<file path="config.mk">
export PLATFORM = sky130hd
export DESIGN_NAME = stochastic_row_regularizer
export DESIGN_NICKNAME = d
export VERILOG_FILES = /design/src/hdl/srr_pkg.sv /design/src/hdl/srr_div.sv /design/src/hdl/stochastic_row_regularizer.sv
export SDC_FILE = /design/constraint.sdc
export NUM_CORES = 2
export LEC_CHECK = 0
export BUFFER_PORTS_ARGS = -buffer_cell sky130_fd_sc_hd__buf_4
export CORE_MARGIN = 2
export CORE_UTILIZATION = 50
export DETAILED_ROUTE_END_ITERATION = 8
export PLACE_DENSITY = 0.66
export SYNTH_ARGS = -nofsm -noshare
export SYNTH_HDL_FRONTEND = slang
export SYNTH_HIERARCHICAL = 1
export SYNTH_SLANG_ARGS = --single-unit
</file>
<file path="constraint.sdc">
create_clock -name clk -period 19 [get_ports clk]
set_clock_uncertainty 0.2 [all_clocks]
set_input_delay 3.8 -clock clk [delete_from_list [all_inputs] [get_ports clk]]
set_output_delay 3.8 -clock clk [all_outputs]
set_load 0.01 [all_outputs]
</file>
<file path="src/hdl/srr_pkg.sv">
`timescale 1ns / 1ps

package srr_pkg;

  localparam int DATA_W = 32;
  localparam int ERR_W  = 31;

  localparam logic [ERR_W-1:0] ERR_SAT = {ERR_W{1'b1}};
  localparam logic [DATA_W-1:0] DATA_POS_MAX = {1'b0, {(DATA_W-1){1'b1}}};

  typedef enum logic [2:0] {
    ST_LOAD,
    ST_ERR,
    ST_DIV_START,
    ST_DIV_WAIT,
    ST_SWEEP,
    ST_EMIT
  } state_t;

endpackage

</file>
<file path="src/hdl/srr_div.sv">
`timescale 1ns / 1ps

// Signed dividend over an unsigned nonzero divisor, quotient truncated toward zero.
// One quotient bit per cycle, restoring.
module srr_div #(
  parameter int W  = 37,
  parameter int DW = 5
) (
  input  logic                clk,
  input  logic                rst,
  input  logic                start,
  input  logic signed [W-1:0] dividend,
  input  logic [DW-1:0]       divisor,
  output logic                done,
  output logic signed [W-1:0] quotient
);

  localparam int CW = $clog2(W);

  logic          busy;
  logic          neg;
  logic [DW-1:0] rem;
  logic [W-1:0]  quo;
  logic [CW-1:0] cnt;
  logic [DW:0]   trial;
  logic [DW:0]   trial_diff;
  logic          trial_ge;
  logic [DW-1:0] rem_next;

  assign trial      = {rem, quo[W-1]};
  assign trial_ge   = trial >= {1'b0, divisor};
  assign trial_diff = trial - {1'b0, divisor};
  assign rem_next   = trial_ge ? trial_diff[DW-1:0] : trial[DW-1:0];
  assign quotient   = neg ? -$signed(quo) : $signed(quo);

  always_ff @(posedge clk) begin
    if (rst) begin
      busy <= 1'b0;
      done <= 1'b0;
    end else begin
      done <= 1'b0;
      if (start) begin
        busy <= 1'b1;
      end else if (busy && cnt == CW'(W - 1)) begin
        busy <= 1'b0;
        done <= 1'b1;
      end
    end
  end

  always_ff @(posedge clk) begin
    if (start) begin
      neg <= dividend[W-1];
      quo <= dividend[W-1] ? W'(-dividend) : W'(dividend);
      rem <= '0;
      cnt <= '0;
    end else if (busy) begin
      rem <= rem_next;
      quo <= {quo[W-2:0], trial_ge};
      cnt <= cnt + 1'b1;
    end
  end

endmodule

</file>
<file path="src/hdl/stochastic_row_regularizer.sv">
`timescale 1ns / 1ps
// Entries are written to the row memory as they are accepted; the row error is then registered in ST_ERR.
// Each projection pass runs the divider and then sweeps the row; a row of n entries needs at most n passes.
// Results leave one at a time from the row memory's registered read port, each read loaded before the next issues.
// Throughput is one row at a time; the next row is taken once its last result is registered.
// Reset clears the control state and the running maximum; the row memory is not cleared.

module stochastic_row_regularizer #(
  parameter int ROW_MAX   = 16,
  parameter int FRAC_BITS = 28
) (
  input  logic               clk,
  input  logic               rst,
  input  logic               in_valid,
  output logic               in_stall,
  input  logic signed [31:0] entry_value,
  input  logic               row_end,
  input  logic               new_matrix,
  output logic               out_valid,
  input  logic               out_stall,
  output logic signed [31:0] out_value,
  output logic [30:0]        row_error,
  output logic [30:0]        max_error,
  output logic               zero_row,
  output logic               last_out
);

  localparam int IDX_W = $clog2(ROW_MAX);
  localparam int CNT_W = $clog2(ROW_MAX + 1);
  localparam int SUM_W = 33 + IDX_W;
  localparam int ABS_W = 32 + IDX_W;
  localparam logic [ABS_W-1:0] ONE_ABS = ABS_W'(1) << FRAC_BITS;
  localparam logic signed [SUM_W-1:0] ONE_SUM = SUM_W'(1) << FRAC_BITS;
  localparam logic signed [SUM_W:0] POS_MAX =
    (SUM_W+1)'(srr_pkg::DATA_POS_MAX);

  srr_pkg::state_t state, state_next;

  logic [CNT_W-1:0]        cnt;
  logic [CNT_W-1:0]        row_len;
  logic [ABS_W-1:0]        abs_sum;
  logic signed [SUM_W-1:0] sum;
  logic [CNT_W-1:0]        nnz;
  logic                    any_nz;
  logic                    zero_r;
  logic [30:0]             err_r;
  logic [30:0]             max_r;
  logic signed [SUM_W-1:0] lambda;
  logic                    clamped;
  logic [CNT_W-1:0]        sw_idx;
  logic                    sw_pend;
  logic [IDX_W-1:0]        sw_addr;
  logic [CNT_W-1:0]        e_idx;
  logic                    rd_pend;
  logic                    e_last;

  logic signed [31:0] mem [ROW_MAX];
  logic               mem_we;
  logic [IDX_W-1:0]   mem_waddr;
  logic signed [31:0] mem_wdata;
  logic [IDX_W-1:0]   mem_raddr;
  logic signed [31:0] mem_rdata;

  logic                    div_start;
  logic                    div_done;
  logic signed [SUM_W-1:0] div_q;

  logic               in_acc;
  logic               row_done;
  logic [31:0]        entry_abs;
  logic               abs_ge;
  logic [ABS_W-1:0]   diff_pos;
  logic [ABS_W-1:0]   diff_neg;
  logic [ABS_W-1:0]   diff_mag;
  logic [30:0]        err_new;
  logic signed [SUM_W:0] sw_d;
  logic               sw_neg;
  logic               sw_big;
  logic               sw_nz;
  logic signed [31:0] sw_y;
  logic               sw_issue;
  logic               sweep_done;
  logic               e_issue;

  srr_div #(
    .W  (SUM_W),
    .DW (CNT_W)
  ) u_div (
    .clk      (clk),
    .rst      (rst),
    .start    (div_start),
    .dividend (sum - ONE_SUM),
    .divisor  (nnz),
    .done     (div_done),
    .quotient (div_q)
  );

  assign in_stall  = (state != srr_pkg::ST_LOAD);
  assign in_acc    = in_valid && !in_stall;
  assign row_done  = in_acc && (row_end || cnt == CNT_W'(ROW_MAX - 1));
  assign entry_abs = entry_value[31] ? 32'(-entry_value) : 32'(entry_value);

  assign abs_ge   = abs_sum >= ONE_ABS;
  assign diff_pos = abs_sum - ONE_ABS;
  assign diff_neg = ONE_ABS - abs_sum;
  assign diff_mag = abs_ge ? diff_pos : diff_neg;
  assign err_new  = (diff_mag > ABS_W'(srr_pkg::ERR_SAT)) ? srr_pkg::ERR_SAT
                                                          : diff_mag[30:0];

  assign sw_nz  = (mem_rdata != 32'sd0);
  assign sw_d   = (SUM_W+1)'(mem_rdata) - (SUM_W+1)'(lambda);
  assign sw_neg = sw_d[SUM_W];
  assign sw_big = !sw_neg && (sw_d > POS_MAX);

  always_comb begin
    if (!sw_nz || sw_neg) begin
      sw_y = 32'sd0;
    end else if (sw_big) begin
      sw_y = $signed(srr_pkg::DATA_POS_MAX);
    end else begin
      sw_y = sw_d[31:0];
    end
  end

  assign sw_issue   = (state == srr_pkg::ST_SWEEP) && (sw_idx < row_len);
  assign sweep_done = (state == srr_pkg::ST_SWEEP) && (sw_idx == row_len) && !sw_pend;
  assign e_issue    = (state == srr_pkg::ST_EMIT) && !rd_pend && (e_idx < row_len) &&
                      (!out_valid || !out_stall);

  always_comb begin
    state_next = state;
    case (state)
      srr_pkg::ST_LOAD: begin
        if (row_done) state_next = srr_pkg::ST_ERR;
      end
      srr_pkg::ST_ERR: begin
        state_next = zero_r ? srr_pkg::ST_EMIT : srr_pkg::ST_DIV_START;
      end
      srr_pkg::ST_DIV_START: begin
        state_next = (nnz == '0) ? srr_pkg::ST_EMIT : srr_pkg::ST_DIV_WAIT;
      end
      srr_pkg::ST_DIV_WAIT: begin
        if (div_done) state_next = srr_pkg::ST_SWEEP;
      end
      srr_pkg::ST_SWEEP: begin
        if (sweep_done) state_next = clamped ? srr_pkg::ST_DIV_START : srr_pkg::ST_EMIT;
      end
      srr_pkg::ST_EMIT: begin
        if (rd_pend && e_last) state_next = srr_pkg::ST_LOAD;
      end
      default: state_next = srr_pkg::ST_LOAD;
    endcase
  end

  always_comb begin
    mem_we    = 1'b0;
    mem_waddr = cnt[IDX_W-1:0];
    mem_wdata = entry_value;
    mem_raddr = sw_idx[IDX_W-1:0];
    div_start = 1'b0;
    case (state)
      srr_pkg::ST_LOAD: begin
        mem_we = in_acc;
      end
      srr_pkg::ST_DIV_START: begin
        div_start = (nnz != '0);
      end
      srr_pkg::ST_SWEEP: begin
        mem_we    = sw_pend;
        mem_waddr = sw_addr;
        mem_wdata = sw_y;
      end
      srr_pkg::ST_EMIT: begin
        mem_raddr = e_idx[IDX_W-1:0];
      end
      default: begin
        mem_we = 1'b0;
      end
    endcase
  end

  always_ff @(posedge clk) begin
    if (mem_we) mem[mem_waddr] <= mem_wdata;
    mem_rdata <= mem[mem_raddr];
  end

  always_ff @(posedge clk) begin
    if (rst) begin
      state     <= srr_pkg::ST_LOAD;
      cnt       <= '0;
      abs_sum   <= '0;
      sum       <= '0;
      nnz       <= '0;
      any_nz    <= 1'b0;
      max_r     <= '0;
      sw_idx    <= '0;
      sw_pend   <= 1'b0;
      e_idx     <= '0;
      rd_pend   <= 1'b0;
      out_valid <= 1'b0;
    end else begin
      state <= state_next;

      if (in_acc) begin
        if (new_matrix) max_r <= '0;
        abs_sum <= abs_sum + ABS_W'(entry_abs);
        sum     <= sum + SUM_W'(entry_value);
        if (entry_value != 32'sd0) begin
          nnz    <= nnz + 1'b1;
          any_nz <= 1'b1;
        end
        if (row_done) begin
          cnt     <= '0;
          row_len <= cnt + 1'b1;
          zero_r  <= !(any_nz || entry_value != 32'sd0);
        end else begin
          cnt <= cnt + 1'b1;
        end
      end

      if (state == srr_pkg::ST_ERR) begin
        err_r   <= err_new;
        abs_sum <= '0;
        if (err_new > max_r) max_r <= err_new;
      end

      if (state == srr_pkg::ST_DIV_WAIT && div_done) begin
        lambda  <= div_q;
        sum     <= '0;
        nnz     <= '0;
        clamped <= 1'b0;
        sw_idx  <= '0;
        sw_pend <= 1'b0;
      end

      if (state == srr_pkg::ST_SWEEP) begin
        sw_pend <= sw_issue;
        if (sw_issue) begin
          sw_addr <= sw_idx[IDX_W-1:0];
          sw_idx  <= sw_idx + 1'b1;
        end
        if (sw_pend) begin
          sum <= sum + SUM_W'(sw_y);
          if (sw_y != 32'sd0) nnz <= nnz + 1'b1;
          if (sw_nz && sw_neg) clamped <= 1'b1;
        end
      end

      if (e_issue) begin
        e_idx   <= e_idx + 1'b1;
        rd_pend <= 1'b1;
        e_last  <= (e_idx + 1'b1 == row_len);
      end

      if (rd_pend) begin
        rd_pend   <= 1'b0;
        out_valid <= 1'b1;
        if (e_last) begin
          e_idx  <= '0;
          sum    <= '0;
          nnz    <= '0;
          any_nz <= 1'b0;
        end
      end else if (!out_stall) begin
        out_valid <= 1'b0;
      end
    end
  end

  always_ff @(posedge clk) begin
    if (rd_pend) begin
      out_value <= mem_rdata;
      row_error <= err_r;
      max_error <= max_r;
      zero_row  <= zero_r;
      last_out  <= e_last;
    end
  end

  a_div_done_in_wait: assert property (@(posedge clk) disable iff (rst)
    div_done |-> state == srr_pkg::ST_DIV_WAIT)
    else $error("Divider finished outside of its wait state.");

  a_read_in_emit: assert property (@(posedge clk) disable iff (rst)
    rd_pend |-> state == srr_pkg::ST_EMIT)
    else $error("Result read pending outside of the emit state.");

  a_cnt_range: assert property (@(posedge clk) disable iff (rst)
    in_valid |-> cnt < CNT_W'(ROW_MAX))
    else $error("Entry count reached the row capacity.");

  a_sweep_addr: assert property (@(posedge clk) disable iff (rst)
    (state == srr_pkg::ST_SWEEP && sw_pend) |-> CNT_W'(sw_addr) < row_len)
    else $error("Sweep wrote beyond the loaded row.");

  a_row_closes: assert property (@(posedge clk) disable iff (rst)
    (state == srr_pkg::ST_EMIT && rd_pend && e_last) |=>
      (state == srr_pkg::ST_LOAD && e_idx == '0 && out_valid && last_out))
    else $error("Row did not close after its last transfer was loaded.");

endmodule

</file>
==> PnR_summary.wiki <==
{| class="wikitable"
! Metric !! Value
|-
| Final Cell Area || 0.0524 sq mm
|-
| Residual DRC || 0
|-
| Max incr delay on CP || around 0.54 ns
|-
| Post-synthesis area per instance || roughly 11 sq um
|-
| Area post-placement || between 0.04 and 0.05 sq mm
|-
| Setup tns final || 0 ns
|-
| Pre-CTS setup slack || approximately 10 ns
|-
| Arrival time reported for the critical path endpoint || 8.52 ns
|-
| Critical R2R Launch || mem_rdata[0]$_DFF_P_
|-
| Full die area || about 0.095 sq mm
|-
| Number of enable-type register cells in the synthesized netlist || ~730
|-
| Cells taking the most area after synthesis || edfxtp_1, dfxtp_1, ha_1
|-
| Via density || approximately 6.1
|-
| Drt pass-1 iters || 5
|-
| Synthesized-area fraction occupied by ao, oa, aoi and oai cells || approximately 18%
|-
| Number of clock sinks seen by CTS || between 900 and 1,000
|-
| Peak VDD IR || roughly 0.21 mV
|-
| Share of the synthesized netlist area taken by xor and xnor gates || approximately 4.6%
|-
| Total instance count after detailed placement || ~5,600
|-
| Internal reg-to-reg setup slack || about 11 ns
|-
| PD cells || roughly 170 mW/mm^2
|-
| Floorplan core area || approximately 0.092 sq mm
|-
| Global-route total usage across every layer || a little over a quarter
|-
| Initial Utilization || between 50% and 60%
|-
| Pin count of the biggest net entering global routing || roughly 220
|-
| Category of cells accounting for the largest share of critical-path delay || compound AO/OA/AOI/OAI gates
|-
| Sequential area share after synthesis || between 50% and 60%
|-
| Via count of the first global-routing pass || between 30,000 and 40,000
|-
| HP Class || flop to flop
|-
| Seq cells post-synth || roughly 900
|-
| Fraction of synthesized area in multiplexers || less than 1%
|-
| Hold Violations, Final || 0
|-
| Initial antenna violation count || 4
|-
| Worst R2R Path Depth || 28
|-
| Critical Path Sink Type || flop
|-
| Clock insertion delay at the later pin of the skew report || approximately 0.69 ns
|-
| Yosys top cell by area || edfxtp_1
|-
| Final period utilization || 43.1%
|-
| Buffers from clock root to sink, at most || 3
|-
| Worst slew pin tran || approximately 1.3 ns
|-
| Proportion of register bits with asynchronous set or reset after synthesis || 0%
|-
| Number of buffer and inverter instances along the worst setup path || 2
|-
| Number of endpoints failing setup at the final stage || 0
|-
| Data required time of the worst path || just under 20 ns
|-
| RSZ-0062 raised after global routing || no
|-
| Timing-limited maximum frequency || 0.122 GHz
|-
| End point of the critical path || abs_sum[34]$_SDFFE_PP0P_
|-
| Wire length per cell after detailed routing || 23.1 um
|-
| Clk pin slew, worst setup/hold paths || about 0.060 ns
|-
| Wire length of the first global-routing pass || between 150 and 200 mm
|-
| Number of DRC violations after detailed-routing iteration 0 || just under 3,000
|-
| Most common library cell in the layout ignoring fill and taps || edfxtp_1
|-
| Nets || around 4,700
|-
| I/O pin count || between 100 and 150
|-
| TritonCTS clock tree || built
|-
| Leakage power figure || 18.8 nW
|-
| Top library cells by usage in the layout, fill and taps aside || edfxtp_1, nand2_1, a21oi_1, nor2_1, ha_1
|-
| Syn Std Cell Area || 0.0465 sq mm
|-
| Most used cell along the critical path || a21o_1
|-
| Yosys top cell area share || a little under half
|-
| Cell chosen for the clock root || clkbuf_16
|-
| Post-synthesis share of cell area spent on full adders, half adders and majority gates || 5.68%
|-
| Fill cell instance count of the final layout || between 7,000 and 8,000
|-
| Count of instances resized after the clock tree is built || 0
|-
| Worst slew margin relative to its limit || roughly an eighth
|-
| FF-to-FF End || sum[36]$_SDFF_PP0_
|-
| Count of distinct cell types in the synthesized netlist || between 90 and 100
|-
| Total of buffers placed on input and output ports || 135
|-
| Number of placement rows || approximately 110
|-
| Setup WS post-layout || roughly 11 ns
|-
| Max stage delay cell, worst path || or4_4
|-
| Startpoint kind of the worst setup timing path || input port
|-
| Sum of overflow across all layers after global routing || 0
|-
| Warnings from Yosys || 6
|-
| Basic-gate share of the synthesized area counting and, or, nand and nor cells || between 10 and 15%
|-
| Antenna-violating nets left || 0
|-
| Num CTS Buffers || between 90 and 100
|-
| Max Cap Viol || 0
|-
| Fraction of final layout cells sized beyond drive strength 1 || about a tenth
|-
| Routed wire length || about 130 mm
|-
| Main flop type after synthesis || edfxtp_1
|-
| Setup CP Type || input port to flop
|-
| Area added between synthesis and finish || 12.6%
|-
| Crit-path max FO || 5
|-
| Die Span Y || approximately 310 um
|-
| Count of buffers added by post-CTS timing repair for setup || 0
|-
| Number of standard cells after synthesis || around 4,300
|-
| Post-route minimum period || 8.19 ns
|-
| Combinational family with the most area after synthesis || compound AO/OA/AOI/OAI gates
|-
| Weighted congestion at the end of routability-driven global placement || approximately 0.97
|-
| DP Wirelength || between 80 and 90 mm
|-
| List of cells traversed by the critical path || buf_4 > or4_4 > or3_4 > or2_2 > o31ai_1 > xnor2_1 > ha_1 > a21o_1 > a21o_1 > a21oi_1 > o21ai_0 > a211oi_1 > inv_1 > o211a_1 > a211o_1 > a41o_1 > nor3_1 > nor4_1 > o21ba_2
|-
| Maximum level of the CTS H-tree || 3
|-
| Worst path depth || 19
|-
| DIE WIDTH || 309 um
|-
| Max-slew violation count || 0
|-
| Routed vias || between 30,000 and 40,000
|-
| Filler-free cell count of the finished design || 5,731
|-
| Outcome || complete, no violations
|-
| Hold-fix buffer count after cts || 0
|-
| Crit. Startpoint || entry_value[9]
|}
per-layer routing:
| metal | routed length (um) | up-vias | share of wire [%] | track usage [%] |
|---|---|---|---|---|
| li1 | - | 16400 | - | - |
| met1 | 55800 | 16900 | 42 | 36.7 |
| met2 | 63400 | 1091 | 48 | 45.7 |
| met3 | 7620 | 246 | 5.8 | 3.04 |
| met4 | 5610 | 0 | 4.2 | 11.4 |
| met5 | 0 | - | 0 | 0 |
final cells by class:
cell class | instances | area, sq um | share of cell area, %
Sequential cell | 902 | 25300 | 48.4
Clock buffer | 127 | 2610 | 4.98
Clock inverter | 51 | 616 | 1.18
Timing Repair Buffer | 197 | 1490 | 2.85
Tap cell | 1243 | 1560 | 2.97
Inverter | 158 | 593 | 1.13
Multi-Input combinational cell | 3051 | 20200 | 38.5
Antenna cell | 2 | 5.00 | 0.00956
flip-flops by register name (all words and copies together) (netlist names), 3 cells and up:
| name | cells |
|---|---|
| cnt | 5 |
| mem_rdata | 32 |
| sum | 37 |
| row_error | 31 |
| abs_sum | 36 |
| sw_idx | 5 |
| e_idx | 5 |
| row_len | 5 |
| err_r | 31 |
| mem | 512 |
| u_div/quo | 37 |
| u_div/cnt | 6 |
| sw_addr | 4 |
| out_value | 32 |
| u_div/rem | 5 |
| state | 3 |
| nnz | 5 |
| lambda | 37 |
| max_error | 31 |
| max_r | 31 |
power breakdown:
group / total, mW / internal (mW) / switching, mW
logic: 3.92 / 1.35 / 2.57
clock network: 1.89 / 1.10 / 0.797
registers: 2.86 / 2.57 / 0.290
total: 8.67 / 5.02 / 3.65
worst min-delay path by stage:
stage                   startpoint                 endpoint  cells past startpoint
5_1_grt        err_r[23]$_DFFE_PP_  row_error[23]$_DFFE_PP_                      0
2_1_floorplan   err_r[0]$_DFFE_PP_   row_error[0]$_DFFE_PP_                      0
3_3_place_gp    err_r[9]$_DFFE_PP_   row_error[9]$_DFFE_PP_                      0
4_1_cts        err_r[24]$_DFFE_PP_  row_error[24]$_DFFE_PP_                      0
3_5_place_dp   err_r[12]$_DFFE_PP_  row_error[12]$_DFFE_PP_                      0
6_report       err_r[24]$_DFFE_PP_  row_error[24]$_DFFE_PP_                      0
logic make-up (layout without fill, tap and decap cells):
group	after synthesis	in the layout
xor gates and xnor gates	243	243
DFF	902	902
adders and majority gates	208	208
and+or+nand+nor	1360	1360
muxes	16	16
AOI/OAI and AO/OA	1219	1219
other	1	7
buffers and inverters	388	533
synth_stat cells, drive strengths merged (25+ instances only):
master,count
edfxtp,726
nand2,500
a21oi,357
nor2,247
clkbuf,211
ha,203
a211oi,179
dfxtp,176
xnor2,172
inv,157
and2,144
o21ai,133
a311oi,98
a31oi,98
nand3,93
a21o,88
xor2,71
nor3,66
nand2b,56
nand4,46
o31ai,41
nor4,38
o21a,31
or3,31
o41ai,26
or4,26
nor2b,25
per-stage QoR:
stage	utilization [%]	hold WS, ns	power [mW]
finish	57.0	0.181	8.67
CTS	57.0	0.177	8.64
floorplan	-	0.200	5.46
global placement	53.4	0.202	6.71
detailed placement	53.4	0.205	6.74
global route	57.0	0.204	9.18
No activity file was read; power rests on OpenSTA's default activity.
